--- config.mk ---
export PLATFORM = sky130hd
export DESIGN_NAME = date_time_set_command_decoder_flat
export DESIGN_NICKNAME = d
export VERILOG_FILES = /design/src/hdl/dtd_pkg.sv /design/src/hdl/dtd_if.sv /design/src/hdl/date_time_set_command_decoder.sv /design/src/hdl/dtd_calc.sv /design/src/flat_wrapper.sv
export SDC_FILE = /design/constraint.sdc
export NUM_CORES = 1
export LEC_CHECK = 0
export ABC_AREA = 0
export BUFFER_PORTS_ARGS = -buffer_cell sky130_fd_sc_hd__buf_2
export CAP_MARGIN = 5
export CORE_MARGIN = 8
export CORE_UTILIZATION = 28
export CTS_BUF_LIST = sky130_fd_sc_hd__clkbuf_4 sky130_fd_sc_hd__clkbuf_8 sky130_fd_sc_hd__clkbuf_16
export DETAILED_ROUTE_END_ITERATION = 12
export GPL_TIMING_DRIVEN = 1
export PLACE_DENSITY = 0.47
export SKIP_LAST_GASP = 1
export SYNTH_ARGS = -nofsm -noshare
export SYNTH_HDL_FRONTEND = slang
export SYNTH_SLANG_ARGS = --single-unit
--- constraint.sdc ---
create_clock -name i_clk -period 9.75 [get_ports i_clk]
set_input_delay 1.4625 -clock i_clk [delete_from_list [all_inputs] [get_ports i_clk]]
set_output_delay 1.4625 -clock i_clk [all_outputs]
set_load 0.01 [all_outputs]
--- src/hdl/dtd_pkg.sv ---
`timescale 1ns / 1ps
`default_nettype none

package dtd_pkg;

    // Message type codes.
    localparam logic [7:0] CMD_TIME   = 8'h54;
    localparam logic [7:0] CMD_DATE   = 8'h44;
    localparam logic [7:0] CMD_RESEND = 8'h72;

    // Reply codes.
    localparam logic [7:0] REPLY_OK  = 8'h4F;
    localparam logic [7:0] REPLY_BAD = 8'h72;

    // Fixed seconds value written with every time update.
    localparam logic [7:0] FIXED_SEC = 8'd55;

    // Range limits of the set commands.
    localparam logic [7:0]  HOUR_MAX   = 8'd23;
    localparam logic [7:0]  MINUTE_MAX = 8'd59;
    localparam logic [7:0]  DAY_MIN    = 8'd1;
    localparam logic [7:0]  DAY_MAX    = 8'd31;
    localparam logic [7:0]  MONTH_MIN  = 8'd1;
    localparam logic [7:0]  MONTH_MAX  = 8'd12;
    localparam logic [15:0] YEAR_MIN   = 16'd1980;
    localparam logic [15:0] YEAR_MAX   = 16'd2099;
    localparam logic [15:0] YEAR_BASE  = 16'd2000;

    // Command request payload.
    typedef struct packed {
        logic [7:0]  func;
        logic [7:0]  first_value;
        logic [7:0]  second_value;
        logic [15:0] year_value;
    } t_cmd;

    // Result request payload.
    typedef struct packed {
        logic [7:0] reply_code;
        logic       time_write;
        logic       date_write;
        logic [7:0] second_bcd;
        logic [7:0] minute_bcd;
        logic [7:0] hour_bcd;
        logic [2:0] weekday;
        logic [7:0] day_bcd;
        logic [7:0] month_bcd;
        logic [7:0] year_bcd;
    } t_rsp;

endpackage

`default_nettype wire

--- src/hdl/dtd_if.sv ---
`timescale 1ns / 1ps
`default_nettype none

// Command channel.
interface dtd_cmd_if import dtd_pkg::*; ();
    logic valid;
    logic ready;
    t_cmd data;

    modport source (output valid, output data, input ready);
    modport sink   (input valid, input data, output ready);
endinterface

// Result channel.
interface dtd_rsp_if import dtd_pkg::*; ();
    logic valid;
    logic ready;
    t_rsp data;

    modport source (output valid, output data, input ready);
    modport sink   (input valid, input data, output ready);
endinterface

`default_nettype wire

--- src/hdl/date_time_set_command_decoder.sv ---
`timescale 1ns / 1ps
`default_nettype none

// Date and time set command decoder.
// A command request (type byte, two value bytes, 16-bit year) enters on
// i_cmd; one result request per command leaves on o_rsp. Both channels use
// valid/ready and move a request at a clock edge where both are high.
// The command is captured in an input register, decoded, range checked and
// converted to BCD by one level of logic, and loaded into the result
// register, which drives o_rsp.valid and o_rsp.data; one command per cycle
// is taken while results are drained. A resend command repeats the last
// reply, kept in a reply register that is updated in command order as
// each result is formed.
// Synchronous active-low reset empties both registers and clears the last
// reply to zero. When the receiver holds o_rsp.ready low, the result
// register holds, then the input register fills, and i_cmd.ready drops; no
// request is lost or repeated.
module date_time_set_command_decoder import dtd_pkg::*; (
    input  wire logic  i_clk,
    input  wire logic  i_rst_n,
    dtd_cmd_if.sink    i_cmd,
    dtd_rsp_if.source  o_rsp
);

    logic       r_in_valid;
    t_cmd       r_in;
    logic       r_out_valid;
    t_rsp       r_out;
    logic [7:0] r_last_reply;
    t_rsp       n_out;
    logic       out_load;
    logic       in_load;

    // Stage advance control.
    assign out_load    = r_in_valid && (!r_out_valid || o_rsp.ready);
    assign in_load     = i_cmd.valid && i_cmd.ready;
    assign i_cmd.ready = !r_in_valid || out_load;

    dtd_calc u_calc (
        .i_cmd        (r_in),
        .i_last_reply (r_last_reply),
        .o_rsp        (n_out)
    );

    // Control registers.
    always_ff @(posedge i_clk) begin
        if (!i_rst_n) begin
            r_in_valid   <= 1'b0;
            r_out_valid  <= 1'b0;
            r_last_reply <= 8'd0;
        end else begin
            if (i_cmd.ready) begin
                r_in_valid <= i_cmd.valid;
            end
            if (out_load) begin
                r_out_valid  <= 1'b1;
                r_last_reply <= n_out.reply_code;
            end else if (o_rsp.ready) begin
                r_out_valid <= 1'b0;
            end
        end
    end

    // Payload registers.
    always_ff @(posedge i_clk) begin
        if (in_load) begin
            r_in <= i_cmd.data;
        end
        if (out_load) begin
            r_out <= n_out;
        end
    end

    assign o_rsp.valid = r_out_valid;
    assign o_rsp.data  = r_out;

endmodule

`default_nettype wire

--- src/hdl/dtd_calc.sv ---
`timescale 1ns / 1ps
`default_nettype none

module dtd_calc import dtd_pkg::*; (
    input  wire t_cmd       i_cmd,
    input  wire logic [7:0] i_last_reply,
    output t_rsp            o_rsp
);

    // Binary to BCD for one byte; the tens digit keeps only its low nibble.
    function automatic logic [7:0] bcd8(input logic [7:0] v);
        logic [18:0] prod;
        logic [7:0]  tens;
        logic [7:0]  ones;
        prod = {11'd0, v} * 19'd205;
        tens = {3'd0, prod[15:11]};
        ones = v - 8'(tens * 8'd10);
        return {tens[3:0], ones[3:0]};
    endfunction

    // Month term of the weekday formula: 23 * m / 9.
    function automatic logic [4:0] month_term(input logic [3:0] m);
        logic [4:0] t;
        case (m)
            4'd1:    t = 5'd2;
            4'd2:    t = 5'd5;
            4'd3:    t = 5'd7;
            4'd4:    t = 5'd10;
            4'd5:    t = 5'd12;
            4'd6:    t = 5'd15;
            4'd7:    t = 5'd17;
            4'd8:    t = 5'd20;
            4'd9:    t = 5'd23;
            4'd10:   t = 5'd25;
            4'd11:   t = 5'd28;
            4'd12:   t = 5'd30;
            default: t = 5'd0;
        endcase
        return t;
    endfunction

    // Residue mod 7 of a 12-bit value by folding octal digits (8 is 1 mod 7).
    function automatic logic [2:0] mod7(input logic [11:0] v);
        logic [4:0] s1;
        logic [3:0] s2;
        s1 = 5'(v[2:0]) + 5'(v[5:3]) + 5'(v[8:6]) + 5'(v[11:9]);
        s2 = 4'(s1[2:0]) + 4'(s1[4:3]);
        return (s2 >= 4'd7) ? 3'(s2 - 4'd7) : s2[2:0];
    endfunction

    logic        time_ok;
    logic        date_ok;
    logic        is_time;
    logic        is_date;
    logic        early;
    logic [11:0] yr;
    logic [11:0] y_adj;
    logic [11:0] d_adj;
    logic [11:0] wsum;
    logic [2:0]  wday;
    logic [7:0]  year_off;

    // Range checks.
    assign is_time = (i_cmd.func == CMD_TIME);
    assign is_date = (i_cmd.func == CMD_DATE);
    assign time_ok = is_time && (i_cmd.first_value <= HOUR_MAX)
                     && (i_cmd.second_value <= MINUTE_MAX);
    assign date_ok = is_date
                     && (i_cmd.first_value >= DAY_MIN) && (i_cmd.first_value <= DAY_MAX)
                     && (i_cmd.second_value >= MONTH_MIN)
                     && (i_cmd.second_value <= MONTH_MAX)
                     && (i_cmd.year_value >= YEAR_MIN) && (i_cmd.year_value <= YEAR_MAX);

    // Weekday. January and February count to the previous year. Over the
    // accepted years the century terms y/400 - y/100 + 4 always total -11,
    // which is 3 mod 7, so only y/4 remains as a year-dependent division.
    assign yr    = i_cmd.year_value[11:0];
    assign early = (i_cmd.second_value < 8'd3);
    assign y_adj = early ? (yr - 12'd1) : yr;
    assign d_adj = early ? (12'(i_cmd.first_value) + yr)
                         : (12'(i_cmd.first_value) + yr - 12'd2);
    assign wsum  = 12'(month_term(i_cmd.second_value[3:0])) + d_adj
                   + {2'd0, y_adj[11:2]} + 12'd3;
    assign wday  = mod7(wsum) + 3'd1;

    assign year_off = i_cmd.year_value[7:0] - YEAR_BASE[7:0];

    // Result assembly; fields not written stay zero.
    always_comb begin
        o_rsp = '0;
        if (time_ok || date_ok) begin
            o_rsp.reply_code = REPLY_OK;
        end else if (i_cmd.func == CMD_RESEND) begin
            o_rsp.reply_code = i_last_reply;
        end else begin
            o_rsp.reply_code = REPLY_BAD;
        end
        if (time_ok) begin
            o_rsp.time_write = 1'b1;
            o_rsp.second_bcd = FIXED_SEC;
            o_rsp.minute_bcd = bcd8(i_cmd.second_value);
            o_rsp.hour_bcd   = bcd8(i_cmd.first_value);
        end
        if (date_ok) begin
            o_rsp.date_write = 1'b1;
            o_rsp.weekday    = wday;
            o_rsp.day_bcd    = bcd8(i_cmd.first_value);
            o_rsp.month_bcd  = bcd8(i_cmd.second_value);
            o_rsp.year_bcd   = bcd8(year_off);
        end
    end

endmodule

`default_nettype wire

--- src/flat_wrapper.sv ---
// flat-port wrapper written by rule: the top's interface ports become plain ports
module date_time_set_command_decoder_flat import dtd_pkg::*;
  (i_clk, i_rst_n, i_cmd_valid, i_cmd_data, i_cmd_ready, o_rsp_valid, o_rsp_data, o_rsp_ready);
  dtd_cmd_if i_cmd_i ();
  dtd_rsp_if o_rsp_i ();
  input  wire logic i_clk;
  input  wire logic i_rst_n;
  input wire logic [$bits(i_cmd_i.valid)-1:0] i_cmd_valid;
  input wire logic [$bits(i_cmd_i.data)-1:0] i_cmd_data;
  output wire logic [$bits(i_cmd_i.ready)-1:0] i_cmd_ready;
  output wire logic [$bits(o_rsp_i.valid)-1:0] o_rsp_valid;
  output wire logic [$bits(o_rsp_i.data)-1:0] o_rsp_data;
  input wire logic [$bits(o_rsp_i.ready)-1:0] o_rsp_ready;
  assign i_cmd_i.valid = i_cmd_valid;
  assign i_cmd_i.data = i_cmd_data;
  assign i_cmd_ready = i_cmd_i.ready;
  assign o_rsp_valid = o_rsp_i.valid;
  assign o_rsp_data = o_rsp_i.data;
  assign o_rsp_i.ready = o_rsp_ready;
  date_time_set_command_decoder u_core (.i_clk(i_clk), .i_rst_n(i_rst_n), .i_cmd(i_cmd_i), .o_rsp(o_rsp_i));
endmodule
==> impl_metrics.yaml <==
setup_path:
  cp-start-kind: "flop"
  cpPeakStageDelay_ns: 0.76
  crit_required_ns: 9.88
  cp_common_cell: "ha_1"
  cp_num_buf_inv: 3
  crit_fanout: 11
  cp_slowest_cell: "a21oi_1"
  crit_type: "reg -> reg"
  crit_path_end_kind: "flop"
  crit_family: "adder cells"
  crit_arrival_ns: 8.30
global_route:
  grt_max_degree: 42
  grt_pass1_wl_mm: 36.6
  grt_antenna_before_repair: 0
  grt.total_usage_pct: 11.4
  grt_pass1_vias: 6641
  overflow: 0
drt:
  vias: 6412
  wl_per_cell_um: 15.6
  drtIter0Drc: 221
  drt.antenna.violating_nets: 0
  drc: 0
  vias_per_cell: 4.37
  drt_pass1_iterations: 6
  wirelength_mm: 23.0
final_layout:
  final_cell_mix: "190 x ha_1, 159 x inv_1, 103 x buf_2"
  layout.cells.non_filler: 1468
  finalNetCount: 1291
  layout_commonest_cell: "ha_1"
  areaGrowthSynthToFinish_pct: 13.0
  num_antenna_cells: 0
  fillers: 3528
  drive_gt1_share_pct: 13.7
timing:
  slew_viol_final: 0
  whs_ns: 0.462
  fin_skew_ns: 0.0143
  fin_tns_setup_ns: 0
  setup_viol_count_final: 0
  finalHoldViolations: 0
  fin_crit_sh_pct: 83.8
  timing.slew.headroom_pct: 29.4
  min_period_ns: 8.17
  worst_slew_pin_slew_ns: 1.06
  fmax_mhz: 122
  rsz0062_at_grt: "no"
clock_tree:
  clock_latency_ns: 0.37
  clock-sinks: 108
  clockBufferDepth: 2
  postCtsSetupBuffers: 0
  cts_buffers: 9
  cts-htree-levels: 3
  cts_tree: "done"
  root_buffer: "clkbuf_16"
  cts_hold_buf: 0
  clkSlewWorstSetupHoldPaths_ns: 0.08
  cts_resized: 0
floorplanning:
  dieHeight_um: 202
  core_region_area_mm2: 0.0343
  die-area_mm2: 0.0407
  rows: 68
  io-pin-count: 107
  die_x_um: 202
  initial_core_util_pct: 28.2
placement:
  gp_congestion: 0.765
  numPortBuffers: 103
  dp.cells: 1452
  dp_hpwl_mm: 19.0
outcome:
  status: "complete, no violations"
synthesis:
  ys_ff_latch: 108
  synth-edff-count: 93
  ys_warn_count: 0
  synthArstFlopShare_pct: 0
  syn_avg_cell_area_um2: 10.6
  synthFlopType: "edfxtp_1"
  seq_area_frac_synth_pct: 32.0
  syn_inst: 911
  netlist_area_mm2: 0.00967
  synth_cell_types: 68
min_path:
  hp-class: "reg -> reg"
run:
  cap_violations: 0
## cells by family after synthesis
kind of cell,count (synthesis),share of synthesized area (%)
AOI/OAI and AO/OA,117,8.29
adders and majority gates,239,34.7
and+or+nand+nor,186,9.83
xor gates and xnor gates,66,6.12
muxes,13,1.40
buffers and inverters,181,7.63
DFF,108,32.0
other,1,0.0388
## per-stage QoR
step | util [%] | worst slack (ns) | area [um2]
6_report | 31.9 | 1.58 | 10900
5_1_grt | 31.9 | 1.09 | 10900
4_1_cts | 31.9 | 1.53 | 10900
3_5_place_dp | 31.0 | 1.56 | 10600
3_3_place_gp | 31.0 | 1.72 | 10600
2_1_floorplan | - | 2.32 | 9680
## registers in the layout, indices dropped and copies added (netlist names), named ones only
| name | cells |
|---|---|
| u_core.o_rsp.data | 53 |
| u_core.o_rsp.valid | 1 |
| u_core.r_in | 40 |
| u_core.r_in_valid | 1 |
| u_core.r_last_reply | 8 |
## cell usage after synthesis (9+ instances only)
cell type / number / area, um2
xnor2_1: 41 / 359
inv_1: 160 / 601
dfxtp_1: 15 / 300
nand3_1: 10 / 50.1
o21ai_0: 18 / 90.1
nor2_1: 62 / 233
nand2_1: 35 / 131
ha_1: 190 / 2380
edfxtp_1: 93 / 2790
xor2_1: 24 / 210
fa_1: 49 / 981
a21oi_1: 31 / 155
nand2b_1: 12 / 75.1
a21o_1: 14 / 105
mux2i_1: 9 / 90.1
nor3_1: 9 / 45.0
## worst paths after layout
| path | start | slack [ns] | endpoint | depth (start not counted) |
|---|---|---|---|---|
| worst max register to register | u_core.r_in[16] | 1.58 | u_core.o_rsp.data[25] | 29 |
| worst min register to register | u_core.r_last_reply[6] | 0.46 | u_core.r_last_reply[6] | 1 |
| worst min-delay path | u_core.r_last_reply[6] | 0.46 | u_core.r_last_reply[6] | 1 |
| worst max-delay path | u_core.r_in[16] | 1.58 | u_core.o_rsp.data[25] | 29 |
## layout make-up
| cell class | count | area (um2) | share of cell area [%] |
|---|---|---|---|
| Multi-Input combinational cell | 624 | 5850 | 53.5 |
| Sequential cell | 108 | 3090 | 28.3 |
| Inverter | 161 | 609 | 5.57 |
| Tap cell | 455 | 569 | 5.21 |
| Timing Repair Buffer | 104 | 523 | 4.78 |
| Clock buffer | 9 | 225 | 2.06 |
| Clock inverter | 7 | 65.1 | 0.595 |
## per-layer routing
metal	wire length [um]	GRT usage [%]	part of all wire, %	up-vias
li1	-	-	-	3280
met1	11000	14.8	48	3042
met2	11000	19.1	48	75
met3	580	2.18	2.5	15
met4	316	2.87	1.4	0
met5	0	0	0	-
Power is not shown: default switching activity piles up to over one toggle a cycle in this logic, so the estimate is an artifact.
